`src/rtl/compacting_copy_with_index_map_assert.svh`:
```
// Assertion macros for the compacting copy block.
// Each macro expects signals named clk and arst_n in the scope where it is used.
`ifndef COMPACTING_COPY_WITH_INDEX_MAP_ASSERT_SVH
`define COMPACTING_COPY_WITH_INDEX_MAP_ASSERT_SVH

// The consequent must hold in the same cycle as the antecedent.
`define CCIM_ASSERT_SAME(label, ante, cons) \
	label: assert property (@(posedge clk) disable iff (!arst_n) (ante) |-> (cons)) \
		else $error("ccim assertion failed");

// The consequent must hold in the cycle after the antecedent.
`define CCIM_ASSERT_NEXT(label, ante, cons) \
	label: assert property (@(posedge clk) disable iff (!arst_n) (ante) |=> (cons)) \
		else $error("ccim assertion failed");

`endif

```
`src/rtl/ccim_pkg.sv`:
```
// Shared constants, codes and types of the compacting copy block.
// Used by ccim_ifs, ccim_out_fifo and the top level; depends on nothing.
`default_nettype none

package ccim_pkg;

	// Capacity and payload size.
	localparam int MAX_ELEMS = 1024;
	localparam int ELEM_BITS = 32;

	// Field widths of the channels.
	localparam int MODE_W = 2;
	localparam int IDX_W = 10;
	localparam int CNT_W = 11;
	localparam int STAT_W = 2;

	// Organization of the deletion bitmap memory: rows of bits.
	localparam int ROW_BITS = 32;
	localparam int ROWS = MAX_ELEMS / ROW_BITS;
	localparam int BIT_AW = $clog2(ROW_BITS);
	localparam int ROW_AW = $clog2(ROWS);

	// Item modes.
	localparam logic [MODE_W-1:0] MODE_CLEAR = 2'd0;
	localparam logic [MODE_W-1:0] MODE_MARK = 2'd1;
	localparam logic [MODE_W-1:0] MODE_PASS = 2'd2;

	// Result status codes.
	localparam logic [STAT_W-1:0] ST_OK = 2'd0;
	localparam logic [STAT_W-1:0] ST_MARK_RANGE = 2'd1;
	localparam logic [STAT_W-1:0] ST_ALL_DELETED = 2'd2;
	localparam logic [STAT_W-1:0] ST_TOO_MANY = 2'd3;

	// One result item as it travels from the compute stage to the output queue.
	typedef struct packed {
		logic kept;
		logic [IDX_W-1:0] new_index;
		logic [IDX_W-1:0] source_index;
		logic [ELEM_BITS-1:0] elem_out;
		logic [CNT_W-1:0] kept_count;
		logic [STAT_W-1:0] status;
	} result_t;

endpackage

`default_nettype wire

```
`src/rtl/ccim_ifs.sv`:
```
// Valid/ready channel interfaces for the input items and the result items.
// Depends on ccim_pkg for the field widths.
`default_nettype none

interface ccim_in_if;
	logic valid;
	logic ready;
	logic [ccim_pkg::MODE_W-1:0] mode;
	logic [ccim_pkg::IDX_W-1:0] mark_index;
	logic [ccim_pkg::ELEM_BITS-1:0] elem_in;
	logic last_elem;

	modport source(output valid, mode, mark_index, elem_in, last_elem, input ready);
	modport sink(input valid, mode, mark_index, elem_in, last_elem, output ready);
endinterface

interface ccim_out_if;
	logic valid;
	logic ready;
	logic kept;
	logic [ccim_pkg::IDX_W-1:0] new_index;
	logic [ccim_pkg::IDX_W-1:0] source_index;
	logic [ccim_pkg::ELEM_BITS-1:0] elem_out;
	logic [ccim_pkg::CNT_W-1:0] kept_count;
	logic [ccim_pkg::STAT_W-1:0] status;

	modport source(output valid, kept, new_index, source_index, elem_out, kept_count,
		status, input ready);
	modport sink(input valid, kept, new_index, source_index, elem_out, kept_count,
		status, output ready);
endinterface

`default_nettype wire

```
`src/rtl/ccim_ram.sv`:
```
// Generic simple dual-port RAM: one write port, one read port with registered data.
// Self-contained; no package needed.
`default_nettype none

module ccim_ram #(
	parameter int WIDTH = 32,
	parameter int DEPTH = 32
) (
	input wire logic clk,
	input wire logic we,
	input wire logic [$clog2(DEPTH)-1:0] waddr,
	input wire logic [WIDTH-1:0] wdata,
	input wire logic [$clog2(DEPTH)-1:0] raddr,
	output logic [WIDTH-1:0] rdata
);

	logic [WIDTH-1:0] mem [DEPTH];

	// Write first in program order; a read of the same address returns the old data.
	always_ff @(posedge clk) begin
		if (we) begin
			mem[waddr] <= wdata;
		end
		rdata <= mem[raddr];
	end

endmodule

`default_nettype wire

```
`src/rtl/ccim_out_fifo.sv`:
```
// Two-entry result queue that drives the result channel.
// Depends on ccim_pkg (result_t) and ccim_ifs (ccim_out_if).
`default_nettype none

module ccim_out_fifo (
	input wire logic clk,
	input wire logic arst_n,
	input wire logic push,
	input wire ccim_pkg::result_t push_data,
	output logic [1:0] count,
	ccim_out_if.source results
);

	ccim_pkg::result_t entry_q [2];
	logic wr_ptr_q;
	logic rd_ptr_q;
	logic [1:0] count_q;
	logic pop;

	assign pop = results.valid && results.ready;
	assign count = count_q;

	// Pointers and fill level.
	always_ff @(posedge clk or negedge arst_n) begin
		if (!arst_n) begin
			wr_ptr_q <= 1'b0;
			rd_ptr_q <= 1'b0;
			count_q <= 2'd0;
		end else begin
			if (push) begin
				wr_ptr_q <= ~wr_ptr_q;
			end
			if (pop) begin
				rd_ptr_q <= ~rd_ptr_q;
			end
			count_q <= count_q + {1'b0, push} - {1'b0, pop};
		end
	end

	// Entry storage needs no reset.
	always_ff @(posedge clk) begin
		if (push) begin
			entry_q[wr_ptr_q] <= push_data;
		end
	end

	// Head of the queue onto the channel.
	always_comb begin
		results.valid = (count_q != 2'd0);
		results.kept = entry_q[rd_ptr_q].kept;
		results.new_index = entry_q[rd_ptr_q].new_index;
		results.source_index = entry_q[rd_ptr_q].source_index;
		results.elem_out = entry_q[rd_ptr_q].elem_out;
		results.kept_count = entry_q[rd_ptr_q].kept_count;
		results.status = entry_q[rd_ptr_q].status;
	end

endmodule

`default_nettype wire

```
`src/rtl/compacting_copy_with_index_map.sv`:
```
// Top level of the compacting copy block; depends on ccim_pkg, ccim_ifs, ccim_ram,
// ccim_out_fifo and the assertion macro header.
//
// Usage: items arrive on the items channel (valid/ready). A clear item starts a job,
// mark items set a bit of the deletion bitmap, and pass items walk the source elements
// in order. Every item gives exactly one result on the results channel, in order.
// A result is offered once its item has passed the s1 stage (the bitmap read) and then
// the output queue. Mark and pass items sustain one transfer per cycle while the
// receiver keeps up; the bitmap row is read in the accept cycle and written back in the
// cycle after, with the freshly written row forwarded to a following item on the same row.
// A clear item holds off further items during its compute cycle and then while the
// sweep zeroes the bitmap, one 32-bit row per cycle.
// After reset the same sweep runs before the first item is taken.
// When the receiver stalls, the compute stage and the output queue together hold at
// most two results; ready drops once two are in flight and returns as the queue drains.
`default_nettype none
`include "compacting_copy_with_index_map_assert.svh"

module compacting_copy_with_index_map (
	input wire logic clk,
	input wire logic arst_n,
	ccim_in_if.sink items,
	ccim_out_if.source results
);

	// Stage s1 registers: the item whose bitmap row is being read.
	logic valid_s1;
	logic [ccim_pkg::MODE_W-1:0] mode_s1;
	logic [ccim_pkg::ROW_AW-1:0] row_s1;
	logic [ccim_pkg::BIT_AW-1:0] bit_s1;
	logic [ccim_pkg::ELEM_BITS-1:0] elem_s1;
	logic last_s1;
	logic [ccim_pkg::CNT_W-1:0] sidx_s1;
	logic range_err_s1;

	// Job counters, bitmap sweep and forwarding registers.
	logic [ccim_pkg::CNT_W-1:0] src_q;
	logic [ccim_pkg::CNT_W-1:0] kept_q;
	logic sweep_q;
	logic [ccim_pkg::ROW_AW-1:0] sweep_row_q;
	logic fwd_valid_q;
	logic [ccim_pkg::ROW_AW-1:0] fwd_row_q;
	logic [ccim_pkg::ROW_BITS-1:0] fwd_data_q;

	logic accept;
	logic src_full;
	logic [ccim_pkg::IDX_W-1:0] rd_index;
	logic [ccim_pkg::ROW_AW-1:0] rd_row;
	logic [ccim_pkg::ROW_BITS-1:0] ram_rdata;
	logic [ccim_pkg::ROW_BITS-1:0] row_data;
	logic [ccim_pkg::ROW_BITS-1:0] row_new;
	logic mark_write;
	logic clear_s1;
	logic ram_we;
	logic [ccim_pkg::ROW_AW-1:0] ram_waddr;
	logic [ccim_pkg::ROW_BITS-1:0] ram_wdata;
	logic [ccim_pkg::CNT_W-1:0] kept_next;
	ccim_pkg::result_t res;
	logic [1:0] fifo_count;
	logic pop;
	logic [2:0] level_next;

	// Input handshake: hold off during a clear in s1, during the sweep and while room could run out.
	assign pop = results.valid && results.ready;
	assign level_next = {1'b0, fifo_count} + {2'b00, valid_s1} - {2'b00, pop};
	assign clear_s1 = valid_s1 && (mode_s1 == ccim_pkg::MODE_CLEAR);
	assign items.ready = !sweep_q && !clear_s1 && (level_next <= 3'd1);
	assign accept = items.valid && items.ready;

	// Bitmap read address: the marked index or the current source position.
	assign src_full = (src_q == ccim_pkg::CNT_W'(ccim_pkg::MAX_ELEMS));
	assign rd_index = (items.mode == ccim_pkg::MODE_MARK) ? items.mark_index
		: src_q[ccim_pkg::IDX_W-1:0];
	assign rd_row = rd_index[ccim_pkg::BIT_AW +: ccim_pkg::ROW_AW];

	// Stage s1 capture and the source counter, which needs no bitmap data.
	always_ff @(posedge clk or negedge arst_n) begin
		if (!arst_n) begin
			valid_s1 <= 1'b0;
			src_q <= '0;
		end else begin
			valid_s1 <= accept;
			if (accept) begin
				if (items.mode == ccim_pkg::MODE_CLEAR) begin
					src_q <= '0;
				end else if (items.mode == ccim_pkg::MODE_PASS && !src_full) begin
					src_q <= src_q + 1'b1;
				end
			end
		end
	end

	always_ff @(posedge clk) begin
		if (accept) begin
			mode_s1 <= items.mode;
			row_s1 <= rd_row;
			bit_s1 <= rd_index[ccim_pkg::BIT_AW-1:0];
			elem_s1 <= items.elem_in;
			last_s1 <= items.last_elem;
			sidx_s1 <= src_q;
			range_err_s1 <= ({7'd0, items.mark_index} >= 17'(ccim_pkg::MAX_ELEMS));
		end
	end

	// Row data, with the row written in the previous cycle forwarded.
	assign row_data = (fwd_valid_q && (fwd_row_q == row_s1)) ? fwd_data_q : ram_rdata;
	assign row_new = row_data | (ccim_pkg::ROW_BITS'(1) << bit_s1);
	assign mark_write = valid_s1 && (mode_s1 == ccim_pkg::MODE_MARK) && !range_err_s1;

	// Result of the item in s1.
	always_comb begin
		res = '0;
		kept_next = kept_q;
		unique case (mode_s1)
			ccim_pkg::MODE_CLEAR: begin
				kept_next = '0;
			end
			ccim_pkg::MODE_MARK: begin
				res.kept_count = kept_q;
				res.status = range_err_s1 ? ccim_pkg::ST_MARK_RANGE : ccim_pkg::ST_OK;
			end
			ccim_pkg::MODE_PASS: begin
				res.source_index = sidx_s1[ccim_pkg::IDX_W-1:0];
				if (sidx_s1 == ccim_pkg::CNT_W'(ccim_pkg::MAX_ELEMS)) begin
					res.status = ccim_pkg::ST_TOO_MANY;
				end else begin
					if (!row_data[bit_s1]) begin
						res.kept = 1'b1;
						res.new_index = kept_q[ccim_pkg::IDX_W-1:0];
						res.elem_out = elem_s1;
						kept_next = kept_q + 1'b1;
					end
					if (last_s1 && kept_next == '0) begin
						res.status = ccim_pkg::ST_ALL_DELETED;
					end
				end
				res.kept_count = kept_next;
			end
			default: begin
				res = '0;
			end
		endcase
	end

	// Kept counter, sweep sequencer and forwarding registers.
	always_ff @(posedge clk or negedge arst_n) begin
		if (!arst_n) begin
			kept_q <= '0;
			sweep_q <= 1'b1;
			sweep_row_q <= '0;
			fwd_valid_q <= 1'b0;
		end else begin
			if (valid_s1) begin
				kept_q <= kept_next;
			end
			if (clear_s1) begin
				sweep_q <= 1'b1;
				sweep_row_q <= '0;
			end else if (sweep_q) begin
				if (sweep_row_q == ccim_pkg::ROW_AW'(ccim_pkg::ROWS - 1)) begin
					sweep_q <= 1'b0;
					sweep_row_q <= '0;
				end else begin
					sweep_row_q <= sweep_row_q + 1'b1;
				end
			end
			fwd_valid_q <= mark_write;
		end
	end

	always_ff @(posedge clk) begin
		if (mark_write) begin
			fwd_row_q <= row_s1;
			fwd_data_q <= row_new;
		end
	end

	// Bitmap write port: sweep zeroes rows, marks write back the modified row.
	assign ram_we = sweep_q || mark_write;
	assign ram_waddr = sweep_q ? sweep_row_q : row_s1;
	assign ram_wdata = sweep_q ? '0 : row_new;

	ccim_ram #(
		.WIDTH(ccim_pkg::ROW_BITS),
		.DEPTH(ccim_pkg::ROWS)
	) u_bitmap (
		.clk(clk),
		.we(ram_we),
		.waddr(ram_waddr),
		.wdata(ram_wdata),
		.raddr(rd_row),
		.rdata(ram_rdata)
	);

	ccim_out_fifo u_out_fifo (
		.clk(clk),
		.arst_n(arst_n),
		.push(valid_s1),
		.push_data(res),
		.count(fifo_count),
		.results(results)
	);

	// No item is taken while the bitmap is being swept.
	`CCIM_ASSERT_SAME(a_no_accept_in_sweep, sweep_q, !items.ready)
	// A mark write-back never collides with the sweep on the write port.
	`CCIM_ASSERT_SAME(a_no_mark_in_sweep, mark_write, !sweep_q)
	// The output queue never overflows.
	`CCIM_ASSERT_SAME(a_fifo_room, valid_s1 && !pop, fifo_count != 2'd2)
	// Outside a clear in flight, no more elements are kept than were passed.
	`CCIM_ASSERT_SAME(a_kept_bound, !clear_s1, kept_q <= src_q)

endmodule

`default_nettype wire
```
`src/flat_wrapper.sv`:
```
// flat-port wrapper written by rule: the top's interface ports become plain ports
module compacting_copy_with_index_map_flat 
  (clk, arst_n, items_valid, items_mode, items_mark_index, items_elem_in, items_last_elem, items_ready, results_valid, results_kept, results_new_index, results_source_index, results_elem_out, results_kept_count, results_status, results_ready);
  ccim_in_if items_i ();
  ccim_out_if results_i ();
  input wire logic clk;
  input wire logic arst_n;
  input wire logic [$bits(items_i.valid)-1:0] items_valid;
  input wire logic [$bits(items_i.mode)-1:0] items_mode;
  input wire logic [$bits(items_i.mark_index)-1:0] items_mark_index;
  input wire logic [$bits(items_i.elem_in)-1:0] items_elem_in;
  input wire logic [$bits(items_i.last_elem)-1:0] items_last_elem;
  output wire logic [$bits(items_i.ready)-1:0] items_ready;
  output wire logic [$bits(results_i.valid)-1:0] results_valid;
  output wire logic [$bits(results_i.kept)-1:0] results_kept;
  output wire logic [$bits(results_i.new_index)-1:0] results_new_index;
  output wire logic [$bits(results_i.source_index)-1:0] results_source_index;
  output wire logic [$bits(results_i.elem_out)-1:0] results_elem_out;
  output wire logic [$bits(results_i.kept_count)-1:0] results_kept_count;
  output wire logic [$bits(results_i.status)-1:0] results_status;
  input wire logic [$bits(results_i.ready)-1:0] results_ready;
  assign items_i.valid = items_valid;
  assign items_i.mode = items_mode;
  assign items_i.mark_index = items_mark_index;
  assign items_i.elem_in = items_elem_in;
  assign items_i.last_elem = items_last_elem;
  assign items_ready = items_i.ready;
  assign results_valid = results_i.valid;
  assign results_kept = results_i.kept;
  assign results_new_index = results_i.new_index;
  assign results_source_index = results_i.source_index;
  assign results_elem_out = results_i.elem_out;
  assign results_kept_count = results_i.kept_count;
  assign results_status = results_i.status;
  assign results_i.ready = results_ready;
  compacting_copy_with_index_map u_core (.clk(clk), .arst_n(arst_n), .items(items_i), .results(results_i));
endmodule
```
`config.mk`:
```
export PLATFORM = sky130hd
export DESIGN_NAME = compacting_copy_with_index_map_flat
export DESIGN_NICKNAME = d
export VERILOG_FILES = /design/src/rtl/ccim_pkg.sv /design/src/rtl/ccim_ifs.sv /design/src/rtl/ccim_ram.sv /design/src/rtl/ccim_out_fifo.sv /design/src/rtl/compacting_copy_with_index_map.sv /design/src/flat_wrapper.sv
export VERILOG_INCLUDE_DIRS = /design/src /design/src/rtl
export SDC_FILE = /design/constraint.sdc
export NUM_CORES = 2
export LEC_CHECK = 0
export ABC_AREA = 0
export BUFFER_PORTS_ARGS = -buffer_cell sky130_fd_sc_hd__buf_2
export CAP_MARGIN = 20
export CORE_UTILIZATION = 62
export CTS_BUF_LIST = sky130_fd_sc_hd__clkbuf_2
export CTS_CLUSTER_DIAMETER = 120
export DETAILED_ROUTE_END_ITERATION = 7
export PLACE_DENSITY_LB_ADDON = 0.12
export REMOVE_ABC_BUFFERS = 1
export SLEW_MARGIN = 0
export SYNTH_ARGS = -nofsm -noshare
export SYNTH_HDL_FRONTEND = slang
export SYNTH_SLANG_ARGS = --single-unit
```
`constraint.sdc`:
```
create_clock -name clk -period 4.3 [get_ports clk]
set_input_delay 0.215 -clock clk [delete_from_list [all_inputs] [get_ports clk]]
set_output_delay 0.215 -clock clk [all_outputs]
set_load 0.1 [all_outputs]
```
# Word level (Yosys, flattened, before mapping)
# Memory sizes are Yosys's and may differ from the RTL's. A register that Yosys moved wholly into a read port is not among the register bits.
# Cells that the tools add are included.
dict set report totals {
  ram_bits 1156
  word_cells 93
  ff_bits 127
  out_inout_bits 68
  n_memories 2
}
dict set report classes {
  order_cmp 2
  n_reduce_logical 22
  n_eq_ne 8
  addsub 7
  mux 31
  bitwise 3
  shifts 1
}
# name words word_bits read_ports rd_clocked_by_memory_dff write_ports line
set memory_table {}
lappend memory_table {u_core.u_bitmap.mem 32 32 1 1 1 ccim_ram.sv:17} ;# logic [WIDTH-1:0] mem [DEPTH];
lappend memory_table {u_core.u_out_fifo.entry_q 2 66 1 0 1 ccim_out_fifo.sv:14} ;# ccim_pkg::result_t entry_q [2];
# op n
set ops {}
lappend ops {{2-to-1 mux 32 bit} 4}
lappend ops {{2-to-1 mux 11 bit} 8}
lappend ops {{2-to-1 mux 53 bit} 1}
lappend ops {{OR 32 bit} 1}
lappend ops {{<< shifter 1 x 5 -> 32 bit (first input constant)} 1}
lappend ops {{case mux 13 bit (2 select lines)} 1}
lappend ops {{adder 11 x 1 -> 11 bit (second input constant)} 2}
lappend ops {{== test 11 bit (second input constant)} 2}
lappend ops {{case mux 11 bit (2 select lines)} 1}
lappend ops {{2-to-1 mux 5 bit} 4}
lappend ops {{logical NOT 11 bit} 1}
lappend ops {{2-to-1 mux 10 bit} 1}
lappend ops {{logical AND 1 bit} 9}
lappend ops {{2-to-1 mux 1 bit} 8}
lappend ops {{nonzero test 2 bit} 4}
lappend ops {{less-than comparator 5 x 6 -> 1 bit (second input constant)} 1}
lappend ops {{adder 5 x 1 -> 5 bit (second input constant)} 1}
lappend ops {{binary-select mux 1 bit (select 5 bit)} 1}
lappend ops {{== test 5 bit} 1}
lappend ops {{== test 5 bit (second input constant)} 1}
lappend ops {{== test 2 x 1 -> 1 bit (second input constant)} 2}
lappend ops {{== test 2 bit (second input constant)} 2}
lappend ops {{logical NOT 2 bit} 2}
lappend ops {{2-to-1 mux 2 bit} 2}
lappend ops {{other kinds (9)} 13}

# Logic depth before layout (Yosys ltp)
dict set report logic_depth {
  word_depth 13
  ltp_mapped 15
  mapped_depth_nobuf 15
}

# Hierarchy
# A second synthesis with hierarchy kept.
dict set report hier_totals {
  hier_cells 3151
  area_unflattened_um2 52606.7
}
# module cells_each seq_area_each_um2 instances area_per_inst_um2
set modules_own_cells {}
lappend modules_own_cells {ccim_ram 2260 31390.1 1 40485.1}
lappend modules_own_cells {compacting_copy_with_index_map 670 3544.6 1 7051.8}
lappend modules_own_cells {ccim_out_fifo 221 4063.9 1 5069.9}

# Least setup slack after synthesis
# No wires, ideal clock.
dict set report synth_timing {
  path_kind {register to register}
  startpoint {reg u_core.u_out_fifo.count_q[1], in the netlist u_core.u_out_fifo.count[1]}
  endpoint {reg u_core.bit_s1[0] (netlist bit) (enable)}
  setup_slack_ns -2.695
  path_stages_with_launch 10
  arrival_ns 6.584
  required_time_ns 3.889
  period_less_slack_ns 6.995
  path_cell_list {dfrtp_1 -> or2_2 -> and2_1 -> ha_1 -> inv_1 -> ha_1 -> fa_1 -> nor4_1 -> nand2_1 -> inv_1}
}
dict set report synth_via {
  elab_chain_len 6
  word_cells_on_any_way 7
}
# item line
set synth_rtl {}
lappend synth_rtl {{start: declaration} ccim_out_fifo.sv:17} ;# logic [1:0] count_q;
lappend synth_rtl {{start signal: assignment} ccim_out_fifo.sv:36} ;# count_q <= count_q + {1'b0, push} - {1'b0, pop};
lappend synth_rtl {{nonzero test 2 bit} ccim_out_fifo.sv:49} ;# results.valid = (count_q != 2'd0);
lappend synth_rtl {{named net results_valid} flat_wrapper.sv:14} ;# output wire logic [$bits(results_i.valid)-1:0] results_valid;
lappend synth_rtl {{logical AND 1 bit} compacting_copy_with_index_map.sv:64} ;# assign pop = results.valid && results.ready;
lappend synth_rtl {{named net u_core.pop} compacting_copy_with_index_map.sv:60} ;# logic pop;
lappend synth_rtl {{subtractor 3 x 1 -> 3 bit} compacting_copy_with_index_map.sv:65} ;# assign level_next = {1'b0, fifo_count} + {2'b00, valid_s1} - {2'b00, pop};
lappend synth_rtl {{named net u_core.level_next[1]} compacting_copy_with_index_map.sv:61} ;# logic [2:0] level_next;
lappend synth_rtl {{<= comparator 3 x 1 -> 1 bit} compacting_copy_with_index_map.sv:67} ;# assign items.ready = !sweep_q && !clear_s1 && (level_next <= 3'd1);
lappend synth_rtl {{logical AND 1 bit} compacting_copy_with_index_map.sv:67}
lappend synth_rtl {{named net items_ready} flat_wrapper.sv:13} ;# output wire logic [$bits(items_i.ready)-1:0] items_ready;
lappend synth_rtl {{logical AND 1 bit} compacting_copy_with_index_map.sv:68} ;# assign accept = items.valid && items.ready;
lappend synth_rtl {{named net u_core.accept} compacting_copy_with_index_map.sv:45} ;# logic accept;
lappend synth_rtl {{end signal: assignment} compacting_copy_with_index_map.sv:97} ;# bit_s1 <= rd_index[ccim_pkg::BIT_AW-1:0];
lappend synth_rtl {{end: declaration} compacting_copy_with_index_map.sv:30} ;# logic [ccim_pkg::BIT_AW-1:0] bit_s1;
# The timed path passes the listed nets, and every way through them passes these cells.
# A chain may end at the register's enable or synchronous reset.

# Final worst setup path
dict set report layout_timing {
  startpoint {in items_mode[0]}
  endpoint {reg u_core.u_bitmap.rdata[14] (read register of u_core.u_bitmap.mem)}
}
dict set report layout_via {
  elab_chain_len 2
}
# item line
set layout_rtl {}
lappend layout_rtl {{start: declaration} flat_wrapper.sv:9} ;# input wire logic [$bits(items_i.mode)-1:0] items_mode;
lappend layout_rtl {{== test 2 x 1 -> 1 bit} compacting_copy_with_index_map.sv:72} ;# assign rd_index = (items.mode == ccim_pkg::MODE_MARK) ? items.mark_index
lappend layout_rtl {{2-to-1 mux 10 bit} compacting_copy_with_index_map.sv:72}
lappend layout_rtl {{end: declaration} ccim_ram.sv:14} ;# output logic [WIDTH-1:0] rdata
# Every way passes these cells.

==> run_summary.xml <==
<?xml version="1.0" encoding="UTF-8"?>
<metrics>
  <group name="floorplanning">
    <metric name="chipWidth" unit="um">294</metric>
    <metric name="io_pins" unit="">117</metric>
    <metric name="placeableCoreArea" unit="sq um">84100</metric>
    <metric name="std_cell_rows" unit="">106</metric>
    <metric name="fp.dieArea" unit="sq um">86600</metric>
    <metric name="start_util" unit="%">63.0</metric>
    <metric name="fp.dieH" unit="um">294</metric>
  </group>
  <group name="clock_network">
    <metric name="cts.sinks" unit="">1315</metric>
    <metric name="numCtsBuffers" unit="">332</metric>
    <metric name="clockRootBuffer" unit="">clkbuf_2</metric>
    <metric name="cts.path.max_buffers" unit="">4</metric>
    <metric name="clk-insertion-delay-late" unit="ns">1.53</metric>
    <metric name="tritoncts" unit="">done</metric>
    <metric name="ctsHtreeMaxLevel" unit="">5</metric>
    <metric name="clk_pin_slew_worst_setup_hold_paths" unit="ns">0.11</metric>
  </group>
  <group name="setup_path">
    <metric name="cp_max_fo" unit="">81</metric>
    <metric name="crit_path_start" unit="">items_mode[0]</metric>
    <metric name="worst_setup_path_end_kind" unit="">flop</metric>
    <metric name="worst-endpoint-required" unit="ns">5.68</metric>
    <metric name="timing.critical_path.from_type" unit="">input pin</metric>
    <metric name="cp_data_arrival_time" unit="ns">5.54</metric>
    <metric name="regToRegStartpoint" unit="">u_core.src_q[5]$_DFFE_PN0P_</metric>
    <metric name="worst-setup-path-type" unit="">in2reg</metric>
  </group>
  <group name="hold_path">
    <metric name="hold_path_class" unit="">in2reg</metric>
    <metric name="worst_hold_startpoint" unit="">items_mark_index[2]</metric>
  </group>
  <group name="place">
    <metric name="placement.setup.worst_slack" unit="ns">0.420</metric>
    <metric name="placement.io_buffers" unit="">116</metric>
    <metric name="gp_congestion" unit="">0.918</metric>
    <metric name="dp_cells" unit="">5156</metric>
    <metric name="dpl.hpwl" unit="um">72200</metric>
  </group>
  <group name="routing">
    <metric name="post_drt_via_cell_ratio" unit="">6.15</metric>
    <metric name="detailroute.via_count" unit="">36100</metric>
    <metric name="drt_pre_antenna_iters" unit="">6</metric>
    <metric name="detail-route-antenna-nets" unit="">0</metric>
    <metric name="drt-total-wl" unit="um">141000</metric>
    <metric name="route.detailed.wl_per_inst" unit="um">24.0</metric>
    <metric name="route.detailed.drc" unit="">0</metric>
    <metric name="number_of_drc_markers_after_the_initial_detailed_route_iteration" unit="">4758</metric>
  </group>
  <group name="pwr">
    <metric name="total_power_divided_by_cell_area" unit="nW/um^2">533</metric>
    <metric name="power.leakage" unit="uW">0.0220</metric>
    <metric name="power.total" unit="uW">32000</metric>
    <metric name="vdd.ir_drop.worst" unit="mV">0.539</metric>
  </group>
  <group name="run_status">
    <metric name="outcome" unit="">complete, no violations</metric>
  </group>
  <group name="flow_run">
    <metric name="timing.max_cap.violations" unit="">0</metric>
  </group>
  <group name="yosys">
    <metric name="post_synth_num_cell_types" unit="">74</metric>
    <metric name="post_synth_most_frequent_cells" unit="">edfxtp_1, nand2_1, nand3_1, clkbuf_1, a311oi_1</metric>
    <metric name="synthesis.instances" unit="">4039</metric>
    <metric name="biggest_area_contributors_in_the_synthesized_netlist" unit="">edfxtp_1, nand2_1, nand3_1, a311oi_1, mux2_2</metric>
    <metric name="syn_area" unit="sq um">53000</metric>
    <metric name="synth_seq_area_share" unit="%">73.6</metric>
    <metric name="syn_avg_cell_area" unit="sq um">13.1</metric>
    <metric name="ys_async_sr_fraction" unit="%">2.59</metric>
    <metric name="ys.flop_type" unit="">edfxtp_1</metric>
    <metric name="ys_ff_latch" unit="">1315</metric>
    <metric name="synth_most_common_cell" unit="">edfxtp_1</metric>
    <metric name="synth_enable_flop_cells" unit="">1249</metric>
    <metric name="synthDominantCellAreaShare" unit="%">70.8</metric>
    <metric name="yosysTopAreaCell" unit="">edfxtp_1</metric>
    <metric name="number_of_warnings_printed_during_yosys_synthesis" unit="">0</metric>
  </group>
  <group name="sta">
    <metric name="tightest_slew" unit="ns">1.08</metric>
    <metric name="report.final.slew_viol_count" unit="">0</metric>
    <metric name="slew_headroom" unit="%">27.6</metric>
    <metric name="final.min_clock_period" unit="ns">4.15</metric>
    <metric name="totalNegativeSetupSlack" unit="ns">0</metric>
    <metric name="timing.final.setup_violations" unit="">0</metric>
    <metric name="final.period_utilization" unit="%">96.5</metric>
    <metric name="max_clock_freq" unit="MHz">241</metric>
    <metric name="worst_clock_skew" unit="ns">0.113</metric>
    <metric name="layout_setup_ws" unit="ns">0.149</metric>
    <metric name="grt_setup_unrepaired" unit="">no</metric>
    <metric name="timing.final.hold_violations" unit="">0</metric>
  </group>
  <group name="global_route">
    <metric name="antenna_found_initial" unit="">2</metric>
    <metric name="first_global_vias" unit="">34800</metric>
    <metric name="gr-total-overflow" unit="">0</metric>
    <metric name="grt_pass1_wl" unit="um">209000</metric>
    <metric name="grt_max_degree" unit="">113</metric>
    <metric name="total_routing_usage_gr" unit="%">32.6</metric>
  </group>
  <group name="final_layout">
    <metric name="syn_to_final_growth" unit="%">13.3</metric>
    <metric name="layout-drive-gt1-share" unit="%">19.8</metric>
    <metric name="final_net_count" unit="">4563</metric>
    <metric name="finalNonFillerCells" unit="">5866</metric>
  </group>
</metrics>
-- worst max-delay path, cell delays in order --
cell           delay [ns]
dlygate4sd3_1        0.54
buf_2                0.11
dlygate4sd3_1        0.63
nand2b_1             0.33
mux2i_4              0.33
buf_4                0.18
inv_8                0.35
buf_12               0.35
nand2_1              0.10
nand3_1              0.09
nand3_1              0.07
dlygate4sd3_1        0.60
a311oi_1             0.25
dlygate4sd3_1        0.58
a21o_1               0.08
dlygate4sd3_1        0.54
-- layer usage --
metal | wire length [um] | GRT usage, %
met5 | 0 | 0
met4 | 3630 | 11.3
met3 | 15700 | 7.25
met2 | 66200 | 50.8
met1 | 55400 | 45.9
-- final timing paths --
check	end	slack, ns	cells past startpoint
worst max-delay path	u_core.u_bitmap.rdata[14]$_DFF_P_	0.15	16
worst min-delay path	u_core.bit_s1[2]$_DFFE_PP_	0.19	4
worst max register to register	u_core.u_bitmap.rdata[14]$_DFF_P_	0.23	12
worst min register to register	u_core.sidx_s1[10]$_DFFE_PP_	0.47	0
max in group asynchronous	u_core.src_q[6]$_DFFE_PN0P_	3.73	5
min in group asynchronous	u_core.fwd_valid_q$_DFF_PN0_	0.29	5
-- state kept, by name, indices dropped and copies added, names as in the netlist, 5 cells and up --
name and count:
u_core.u_bitmap.mem 1024, u_core.u_out_fifo.entry_q 132, u_core.elem_s1 32, u_core.fwd_data_q 32, u_core.u_bitmap.rdata 32, u_core.kept_q 11, u_core.sidx_s1 11, u_core.src_q 11
u_core.bit_s1 5, u_core.fwd_row_q 5, u_core.row_s1 5, u_core.sweep_row_q 5
-- through the flow --
step	instance area, sq um	hold slack, ns	util, %
after floorplan	51900	-0.0806	-
after global placement	55700	0.377	66.2
after detailed placement	55700	0.375	66.3
after CTS	60000	0.00387	71.4
after global routing	60100	0.0896	71.4
final	60100	0.187	71.4
-- final cells by class --
type	instances	area (sq um)
flip-flops and latches	1315	39000
clock buffers	493	2470
inverters	25	110
fillers	5744	24000
well taps	1134	1420
repair buffers	402	3490
multi-input cells	2427	13200
clock inverters	68	354
diodes	2	5.00
-- cell usage in the layout, fill, tap and decap left out, types with 15 or more instances in the layout --
cell type	count
a21o_1	34
a311oi_1	161
a31oi_1	33
and2_1	58
and3_1	75
buf_12	30
buf_2	115
buf_4	112
clkbuf_2	493
clkinv_1	51
dfrtp_1	32
dfxtp_1	32
dlygate4sd3_1	140
edfxtp_1	1249
inv_1	21
mux2_2	80
mux2i_1	21
nand2_1	1081
nand3_1	542
nor2_1	59
nor2_4	33
nor2b_1	18
nor3_1	15
o21ai_0	39
xnor2_1	15
-- where the power goes --
group / leakage, uW / internal [uW] / total [uW] / switching, uW
Clock: 0.00222 / 3200 / 8090 / 4890
Combinational: 0.00762 / 1650 / 7190 / 5540
Sequential: 0.0122 / 16200 / 16800 / 524
-- repair_timing --
| item | 4_1_cts | 5_1_grt |
|---|---|---|
| buffers inserted | 2 | 2 |
| hold endpoints to repair | 182 | 0 |
| setup endpoints to repair | 1 | 2 |
| pin swaps | 3 | 3 |
| gates resized for setup | 8 | 2 |
| cloned | 0 | 0 |
| hold buffers | 141 | 0 |
-- cell families after synthesis --
family / count (synthesis) / share of synthesized area [%]
xor+xnor: 25 / 0.413
mux: 111 / 2.34
flops: 1315 / 73.6
compound gates: 350 / 5.12
fa+ha+maj: 11 / 0.274
simple gates: 1930 / 16.0
buf+inv: 297 / 2.22
(Power assumes the default switching activity.)
